--- src/ccc_pkg.sv ---
package ccc_pkg;

    localparam int TABLE_DEPTH = 512;
    localparam int CNT_W       = $clog2(TABLE_DEPTH + 1);

    // Result kinds carried on m_tuser
    localparam logic [2:0] OUT_NEW   = 3'd0;
    localparam logic [2:0] OUT_FULL  = 3'd1;
    localparam logic [2:0] OUT_END   = 3'd2;
    localparam logic [2:0] OUT_CONT  = 3'd3;
    localparam logic [2:0] OUT_HEX   = 3'd4;
    localparam logic [2:0] OUT_SPACE = 3'd5;

    typedef enum logic [1:0] {
        ACT_NONE = 2'd0,
        ACT_ADD  = 2'd1,
        ACT_FAIL = 2'd2
    } act_kind_t;

    // What the parser asks for on one accepted byte
    typedef struct packed {
        act_kind_t   kind;
        logic [23:0] code;
        logic [2:0]  outcome;
    } action_t;

    // Lookup probe that walks the cell row
    typedef struct packed {
        logic             valid;
        logic [23:0]      code;
        logic             hit;
        logic             placed;
        logic [CNT_W-1:0] remaining;
    } probe_t;

endpackage

--- src/ccc_parser.sv ---
module ccc_parser (
    input  logic              clk,
    input  logic              rst_n,
    input  logic              step,
    input  logic [7:0]        in_byte,
    input  logic              end_of_file,
    output ccc_pkg::action_t  action
);

    typedef enum logic [15:0] {
        PH_START   = 16'h0001,
        PH_MARK2   = 16'h0002,
        PH_IDLE    = 16'h0004,
        PH_WIDE_HI = 16'h0008,
        PH_U2      = 16'h0010,
        PH_U3      = 16'h0020,
        PH_H1      = 16'h0040,
        PH_X1      = 16'h0080,
        PH_X2      = 16'h0100,
        PH_T       = 16'h0200,
        PH_Q       = 16'h0400,
        PH_S2A     = 16'h0800,
        PH_S2B     = 16'h1000,
        PH_S3SP    = 16'h2000,
        PH_S3A     = 16'h4000,
        PH_S3B     = 16'h8000
    } phase_t;

    phase_t      phase_reg, phase_next;
    logic [23:0] partial_reg, partial_next;
    logic [8:0]  pending_reg, pending_next;
    logic        wide_reg, wide_next;
    logic        halted_reg, halted_next;
    ccc_pkg::action_t act;

    function automatic logic is_hex(input logic [7:0] c);
        return (c >= 8'h30 && c <= 8'h39) || (c >= 8'h41 && c <= 8'h46) ||
               (c >= 8'h61 && c <= 8'h66);
    endfunction

    function automatic logic [3:0] hex_val(input logic [7:0] c);
        logic [3:0] v;
        v = 4'd0;
        if (c >= 8'h30 && c <= 8'h39)
            v = 4'(c - 8'h30);
        else if (c >= 8'h41 && c <= 8'h46)
            v = 4'(c - 8'h37);
        else if (c >= 8'h61 && c <= 8'h66)
            v = 4'(c - 8'h57);
        return v;
    endfunction

    function automatic logic [7:0] hex_pair(input logic [7:0] hi, input logic [7:0] lo);
        return {hex_val(hi), hex_val(lo)};
    endfunction

    function automatic logic is_cont(input logic [7:0] c);
        return c >= 8'h80 && c <= 8'hBF;
    endfunction

    function automatic logic is_space(input logic [7:0] c);
        return c == 8'h20 || c == 8'h09 || c == 8'h0D || c == 8'h0A;
    endfunction

    function automatic logic [23:0] to_utf8(input logic [15:0] u);
        logic [23:0] r;
        if (|u[15:11])
            r = {4'hE, u[15:12], 2'b10, u[11:6], 2'b10, u[5:0]};
        else if (|u[10:8])
            r = {8'h00, 3'b110, u[10:6], 2'b10, u[5:0]};
        else
            r = {16'h0000, u[7:0]};
        return r;
    endfunction

    // Request a store, dropping codes that are never collected
    function automatic ccc_pkg::action_t add_code(input logic [23:0] c);
        ccc_pkg::action_t a;
        a.kind    = ccc_pkg::ACT_ADD;
        a.code    = c;
        a.outcome = ccc_pkg::OUT_NEW;
        if (c == 24'h0 || c == 24'h0A || c == 24'h0D || c == 24'h09)
            a.kind = ccc_pkg::ACT_NONE;
        return a;
    endfunction

    function automatic ccc_pkg::action_t fail_act(input logic [2:0] o);
        ccc_pkg::action_t a;
        a.kind    = ccc_pkg::ACT_FAIL;
        a.code    = 24'h0;
        a.outcome = o;
        return a;
    endfunction

    function automatic logic in_token(input phase_t p);
        return !(p == PH_START || p == PH_MARK2 || p == PH_IDLE || p == PH_WIDE_HI);
    endfunction

    // Close the token that is open in phase p
    function automatic ccc_pkg::action_t finish(input phase_t p, input logic [7:0] lead,
                                                input logic [8:0] pend);
        ccc_pkg::action_t a;
        a.kind    = ccc_pkg::ACT_NONE;
        a.code    = 24'h0;
        a.outcome = ccc_pkg::OUT_NEW;
        case (p)
            PH_H1:
                a = add_code({16'h0, pend[7:0]});
            PH_T:
                if (pend[8] || lead >= 8'hC0)
                    a = fail_act(ccc_pkg::OUT_HEX);
                else
                    a = add_code({16'h0, lead});
            PH_S2A:
                a = add_code({16'h0, lead});
            PH_U2, PH_U3, PH_X1, PH_X2, PH_Q, PH_S2B, PH_S3SP, PH_S3A, PH_S3B:
                a = fail_act(ccc_pkg::OUT_END);
            default:
                a.kind = ccc_pkg::ACT_NONE;
        endcase
        return a;
    endfunction

    // Parse one byte
    always_comb
    begin
        phase_t     cur;
        logic [7:0] b;
        logic [7:0] lead;
        logic [7:0] v8;
        logic [15:0] v16;
        ccc_pkg::action_t f;

        b    = in_byte;
        lead = partial_reg[23:16];
        v8   = hex_pair(pending_reg[7:0], b);
        v16  = {b, pending_reg[7:0]};
        f    = '0;
        act.kind    = ccc_pkg::ACT_NONE;
        act.code    = 24'h0;
        act.outcome = ccc_pkg::OUT_NEW;

        partial_next = partial_reg;
        pending_next = pending_reg;
        wide_next    = wide_reg;
        halted_next  = halted_reg;

        cur = phase_reg;
        if (cur == PH_START && b != 8'hFF)
            cur = PH_IDLE;
        phase_next = cur;

        if (cur == PH_START)
        begin
            phase_next = PH_MARK2;
        end
        else if (cur == PH_MARK2)
        begin
            wide_next  = (b == 8'hFE);
            phase_next = PH_IDLE;
        end
        else if (cur == PH_IDLE)
        begin
            if (wide_reg)
            begin
                pending_next = {1'b0, b};
                phase_next   = PH_WIDE_HI;
            end
            else if (is_space(b))
            begin
                phase_next = PH_IDLE;
            end
            else if (b >= 8'hC0)
            begin
                partial_next = {b, 16'h0};
                phase_next   = PH_U2;
            end
            else if (is_hex(b))
            begin
                pending_next = {1'b0, b};
                phase_next   = PH_H1;
            end
            else
            begin
                act = add_code({16'h0, b});
            end
        end
        else if (cur == PH_WIDE_HI)
        begin
            phase_next = PH_IDLE;
            if (v16 == 16'h0)
                halted_next = 1'b1;
            else if (!(v16[15:8] == 8'h0 && is_space(v16[7:0])))
                act = add_code(to_utf8(v16));
        end
        else if (b == 8'h00)
        begin
            act        = finish(cur, lead, pending_reg);
            phase_next = PH_IDLE;
        end
        else
        begin
            case (cur)
                PH_U2:
                    if (!is_cont(b))
                        act = fail_act(ccc_pkg::OUT_CONT);
                    else if (lead >= 8'hE0)
                    begin
                        partial_next[15:8] = b;
                        phase_next = PH_U3;
                    end
                    else
                    begin
                        phase_next = PH_IDLE;
                        act = add_code({8'h0, lead, b});
                    end
                PH_U3:
                    if (!is_cont(b))
                        act = fail_act(ccc_pkg::OUT_CONT);
                    else
                    begin
                        phase_next = PH_IDLE;
                        act = add_code({partial_reg[23:8], b});
                    end
                PH_H1:
                    if (pending_reg[7:0] == 8'h30 && b == 8'h78)
                    begin
                        pending_next = 9'h100;
                        phase_next   = PH_X1;
                    end
                    else if (is_hex(b))
                    begin
                        partial_next = {v8, 16'h0};
                        pending_next = 9'h000;
                        phase_next   = PH_T;
                    end
                    else
                        phase_next = PH_IDLE;
                PH_X1:
                    if (!is_hex(b))
                        act = fail_act(ccc_pkg::OUT_HEX);
                    else
                    begin
                        pending_next = {1'b1, b};
                        phase_next   = PH_X2;
                    end
                PH_X2:
                    if (!is_hex(b))
                        act = fail_act(ccc_pkg::OUT_HEX);
                    else
                    begin
                        partial_next = {v8, 16'h0};
                        pending_next = 9'h100;
                        phase_next   = PH_T;
                    end
                PH_T:
                    if (is_hex(b))
                    begin
                        pending_next = {pending_reg[8], b};
                        phase_next   = PH_Q;
                    end
                    else if (lead >= 8'hC0)
                    begin
                        if (b != 8'h20)
                            act = fail_act(ccc_pkg::OUT_SPACE);
                        else
                            phase_next = PH_S2A;
                    end
                    else
                    begin
                        phase_next = PH_IDLE;
                        act = add_code({16'h0, lead});
                    end
                PH_Q:
                    if (!is_hex(b))
                        act = fail_act(ccc_pkg::OUT_HEX);
                    else
                    begin
                        phase_next = PH_IDLE;
                        act = add_code(to_utf8({lead, v8}));
                    end
                PH_S2A, PH_S3A:
                    if (!is_hex(b))
                        act = fail_act(ccc_pkg::OUT_HEX);
                    else
                    begin
                        pending_next = {1'b0, b};
                        phase_next   = (cur == PH_S2A) ? PH_S2B : PH_S3B;
                    end
                PH_S2B:
                    if (!is_hex(b))
                        act = fail_act(ccc_pkg::OUT_HEX);
                    else if (!is_cont(v8))
                        act = fail_act(ccc_pkg::OUT_CONT);
                    else if (lead >= 8'hE0)
                    begin
                        partial_next[15:8] = v8;
                        phase_next = PH_S3SP;
                    end
                    else
                    begin
                        phase_next = PH_IDLE;
                        act = add_code({8'h0, lead, v8});
                    end
                PH_S3SP:
                    if (b != 8'h20)
                        act = fail_act(ccc_pkg::OUT_SPACE);
                    else
                        phase_next = PH_S3A;
                PH_S3B:
                    if (!is_hex(b))
                        act = fail_act(ccc_pkg::OUT_HEX);
                    else if (!is_cont(v8))
                        act = fail_act(ccc_pkg::OUT_CONT);
                    else
                    begin
                        phase_next = PH_IDLE;
                        act = add_code({partial_reg[23:8], v8});
                    end
                default:
                    phase_next = PH_IDLE;
            endcase
        end

        if (act.kind == ccc_pkg::ACT_FAIL)
        begin
            halted_next = 1'b1;
            phase_next  = PH_IDLE;
        end

        // Close an open token on the final byte
        if (end_of_file)
        begin
            if (act.kind == ccc_pkg::ACT_NONE && !halted_next)
            begin
                f = finish(phase_next, partial_next[23:16], pending_next);
                if (in_token(phase_next))
                    phase_next = PH_IDLE;
                act = f;
            end
            halted_next = 1'b1;
        end

        if (halted_reg)
        begin
            act.kind     = ccc_pkg::ACT_NONE;
            phase_next   = phase_reg;
            partial_next = partial_reg;
            pending_next = pending_reg;
            wide_next    = wide_reg;
            halted_next  = halted_reg;
        end
    end

    assign action = act;

    // Advance parse state on each accepted byte
    always_ff @(posedge clk or negedge rst_n)
    begin
        if (!rst_n)
        begin
            phase_reg   <= PH_START;
            partial_reg <= 24'h0;
            pending_reg <= 9'h0;
            wide_reg    <= 1'b0;
            halted_reg  <= 1'b0;
        end
        else if (step)
        begin
            phase_reg   <= phase_next;
            partial_reg <= partial_next;
            pending_reg <= pending_next;
            wide_reg    <= wide_next;
            halted_reg  <= halted_next;
        end
    end

endmodule

--- config.mk ---
export PLATFORM = sky130hd
export DESIGN_NAME = ccc_parser
export DESIGN_NICKNAME = d
export VERILOG_FILES = /design/src/ccc_pkg.sv /design/src/ccc_parser.sv
export SDC_FILE = /design/constraint.sdc
export NUM_CORES = 1
export LEC_CHECK = 0
export ABC_AREA = 1
export BUFFER_PORTS_ARGS = -buffer_cell sky130_fd_sc_hd__buf_2
export CORE_MARGIN = 3
export CORE_UTILIZATION = 44
export CTS_CLUSTER_DIAMETER = 60
export DETAILED_ROUTE_END_ITERATION = 6
export PLACE_DENSITY = 0.59
export REMOVE_ABC_BUFFERS = 1
export SYNTH_ARGS = -nofsm -noshare
export SYNTH_HDL_FRONTEND = slang
export SYNTH_SLANG_ARGS = --single-unit
--- constraint.sdc ---
create_clock -name clk -period 3.75 [get_ports clk]
set_clock_uncertainty 0.1 [all_clocks]
set_input_delay 0 -clock clk [delete_from_list [all_inputs] [get_ports clk]]
set_output_delay 0 -clock clk [all_outputs]
set_load 0.05 [all_outputs]
# Yosys cells after proc, flatten, opt, wreduce, memory -nomap -nowiden
# Cells that the tools add are included.
# totals
elab_cells,350
output_inout_bits,29
ff_bits,51
input_bits,12
# op_classes
reduce_logical,86
muxes,143
n_eq_ne,85
bitwise_logic,3
magnitude_cmp,20
add_sub_neg,6
# op_table
operator,n
two-way mux 24 bit,25
two-way mux 29 bit,20
two-way mux 16 bit,32
== test 24 x 4 -> 1 bit (second input constant),12
case mux 29 bit (8 select lines),1
two-way mux 28 bit,8
case mux 27 bit (4 select lines),2
case mux 16 bit (11 select lines),1
== test 16 x 4 -> 1 bit (second input constant),8
== test 8 x 4 -> 1 bit (second input constant),15
two-way mux 9 bit,13
zero test 24 bit,4
== test 16 x 1 -> 1 bit (second input constant),3
>= comparator 8 bit (second input constant),6
zero test 16 bit,3
two-way mux 8 bit,6
logical OR 1 bit,46
case mux 9 bit (5 select lines),1
zero test 8 bit,5
== test 16 x 10 -> 1 bit (second input constant),2
== test 16 x 11 -> 1 bit (second input constant),2
== test 16 x 12 -> 1 bit (second input constant),2
== test 16 x 13 -> 1 bit (second input constant),2
== test 16 x 14 -> 1 bit (second input constant),2
49 further kinds,122

# Longest topological paths before layout
# depth
word_depth,35
ltp_mapped,26
mapped_depth_nobuf,24

# Worst setup path after synthesis
# No wires, ideal clock.
# synth_path
path_kind,register to output
startpoint,register phase_reg[0]
endpoint,output port action[0] (netlist bit)
t_arrival_ns,3.337
t_required_ns,3.650
slack_ns,0.313
stages_incl_launch_ff,21
path_cell_list,dfstp_2 -> inv_1 -> nor2_1 -> nand2_1 -> nor2_2 -> nand3_4 -> nand2_4 -> nand2_4 -> nor3_4 -> nand2_2 -> nand2_2 -> nor2_4 -> nand2_4 -> nor2_4 -> nor2_8 -> nand2_1 -> nand3_2 -> nand2_2 -> nand2_4 -> nand2_2 -> nor3_1
# synth_lines
element,line,source
"start, declared",ccc_parser.sv:29,"phase_t phase_reg, phase_next;"
"start signal, assigned",ccc_parser.sv:370,phase_reg <= phase_next;
"end, declared",ccc_parser.sv:7,output ccc_pkg::action_t action

==> out/metrics.cfg <==
[outcome]
outcome=finished, violations left
violations=setup timing

[timing]
final_hold_viol_count=0
period_needed_ns=3.757
layout_worst_path_cycle_share_pct=100.2
tightestPinTransition_ns=1.139
fin_setup_tns_ns=-0.006529
hold_slack_ns=0.04264
finalSetupViolCount=1
rsz0062_at_grt=yes
setup_slack_ns=-0.006529
slew-limit-headroom_pct=24.04
slew_viol_final=0
fmax_mhz=266.2

[setup_path]
max_stage_delay_ns=0.44
required_ns=3.65
slowest_stage=dfrtp_2
cp.arrival_ns=3.66
crit_top_cell=nand2_4
startpoint_type=register
end_kind=output port
r2r_start=phase_reg[11]
path_class=register to output port
critical_path.startpoint=phase_reg[11]
worst-path-max-fanout=7
cp_cell_sequence=nor2_2 > nand2_4 > nor2_8 > nand3_4 > nand2_4 > nand2_8 > nor2_4 > buf_4 > nand3_2 > nand3_1 > a21oi_1 > nand4_1 > buf_4 > a21oi_2 > nand2_4 > buf_6 > nand2_4 > or2_4 > nor2_4 > buf_8

[clock_tree]
cts_sinks=43
clk_pin_slew_ns=0.06
clk-insertion-delay-late_ns=0.31
cts_tree=yes
cts_made_buffers=5
cts_max_level=2
clk_path_buf_depth=2
cts_root_buffer=clkbuf_16

[place]
place_inst=1338
dpl_cell_area_mm2=0.007192
io_buffers=40
routabilityCongestion=1.084
hpwl_mm=23.91

[final_layout]
final_layout_size_suffix_gt1_share_pct=24.98
fin_util_pct=60.14
final_area_mm2=0.008123
final_nets=1233
areaGrowthSynthToFinish_pct=30.86
stdcell_count=1389
diodes=0

[logic_synthesis]
synth_edf_count=0
synth_warnings=0
postSynthCellCount=1068
synth_most_common_cell=nand2_1
synth_area_leaders=dfrtp_1 (17%), nand2_1 (15%), nand3_1 (7.3%)
yosysTopAreaCell=dfrtp_1
synth_area_mm2=0.006207
seq_area_frac_synth_pct=17.36
synth_top_area_share_pct=16.93
avgSynthCellArea_um2=5.812
synthTopCellsByCount=nand2_1 (249), inv_1 (121), nor2_1 (111)
async_reset_ff_share_pct=100.0
synth-seq-cells=43
synthFlopType=dfrtp_1
ys_types=55

[global_routing]
grt_pass1_wl_mm=46.13
use_met2_pct=54.83
grt_pass1_vias=7711
gr-max-usage-layer=met2
met3_usage_pct=8.705
antenna_found_initial=1
grtUsageMet1_pct=54.23
track_usage_pct=37.64
grt-ovfl-total=0
grt_max_degree=44

[flow_run]
drv_cap=0

[hold_path]
hold_class=input port to register
holdCritStartpoint=in_byte[1]

[floorplan]
die_x_um=124.8
die_area_mm2=0.01557
core_mm2=0.01351
io_pins=41
rows=42
die_y_um=124.8
start_util_pct=45.96

[routing]
ant_nets=0
vias_per_cell=6.294
firstDrtPassIters=6
drc=0
wl_mm=31.21
wl_per_cell_um=22.47
dr.first_iter.drc_count=1266
vias=8743

[power]
leakagePower_nw=3.857
p_per_area_mw_per_mm2=154.8
ir_drop_v=0.0001497

## layout by cell type, fill, tap and decap left out, types with 4 or more instances in the layout
master / count
nand3_1: 78
inv_1: 117
a22oi_1: 6
o221ai_1: 12
a21oi_1: 58
nand2_2: 15
o21ai_2: 4
buf_8: 4
o22ai_1: 11
a21oi_2: 5
a31oi_1: 6
nand3_4: 6
nor4_1: 10
nand2_4: 11
buf_2: 21
buf_4: 138
buf_6: 14
inv_2: 11
nand2_1: 238
nor2_2: 12
o211ai_1: 27
ha_1: 9
o31ai_1: 4
dfrtp_1: 40
nand3_2: 15
nor2_4: 17
o21ai_1: 13
nor2_1: 100
nand4_1: 27
clkbuf_16: 5
o21ai_0: 86
a211oi_1: 7
nor3_1: 33
## cells by family (layout without fill, tap and decap cells)
family	Yosys count	after routing	synth area share (%)
adder cells (fa/ha/maj)	9	9	1.814
AND/OR/NAND/NOR	576	578	44.00
flip-flops	43	43	17.36
AO/OA/AOI/OAI	260	260	25.42
buffers and inverters	180	323	11.41
## timing repair
item                       CTS  global route
hold buffers                 3             0
gates cloned                 1             1
buffers inserted             8            30
pin swaps                    6            41
resized for setup           26           103
hold endpoints to repair    43             0
setup endpoints to repair   19            23
## critical path, delay by kind of cell, from the launching register on
kind                   cells  cell delay, ns
buffers and inverters      4            0.61
flip-flops                 1            0.44
AO/OA/AOI/OAI              2            0.14
AND/OR/NAND/NOR           14            2.14
## path summary, 6_finish.rpt
path                            slack, ns  depth (start not counted)              end
max in group asynchronous            2.42                          2    phase_reg[11]
worst max-delay path               -0.007                         20       action[11]
worst min-delay path                 0.04                          3   partial_reg[9]
min in group asynchronous            0.37                          2    phase_reg[10]
worst min register to register       0.43                          2   partial_reg[8]
worst max register to register       0.20                         19  partial_reg[13]
## metrics by stage
step                power [mW]  worst slack, ns
floorplan               0.6179          -0.5408
global placement        0.7409          0.03780
detailed placement      0.7404           0.1399
CTS                      1.243         0.002401
global route             1.302          -0.1147
finish                   1.258        -0.006529
## report_power, final
part	total [mW]	switching [mW]	internal, mW
clock	0.502	0.217	0.284
sequential	0.486	0.0110	0.475
combinational	0.270	0.189	0.0812
total	1.26	0.417	0.841
## area by class of cell
type,count,area [um^2]
Clock buffer,7,152.6
Timing Repair Buffer,182,1429
Fill cell,1383,5383
Tap cell,176,220.2
Clock inverter,1,7.507
Multi-Input combinational cell,847,4728
Sequential cell,43,1080
Inverter,133,505.5
## routing by layer
metal | share of wire (%) | up-vias
met5 | 0.042 | -
met1 | 40 | 4042
met2 | 42 | 634
met4 | 4.0 | 2
li1 | - | 3961
met3 | 13 | 104
(Power assumes the default switching activity.)
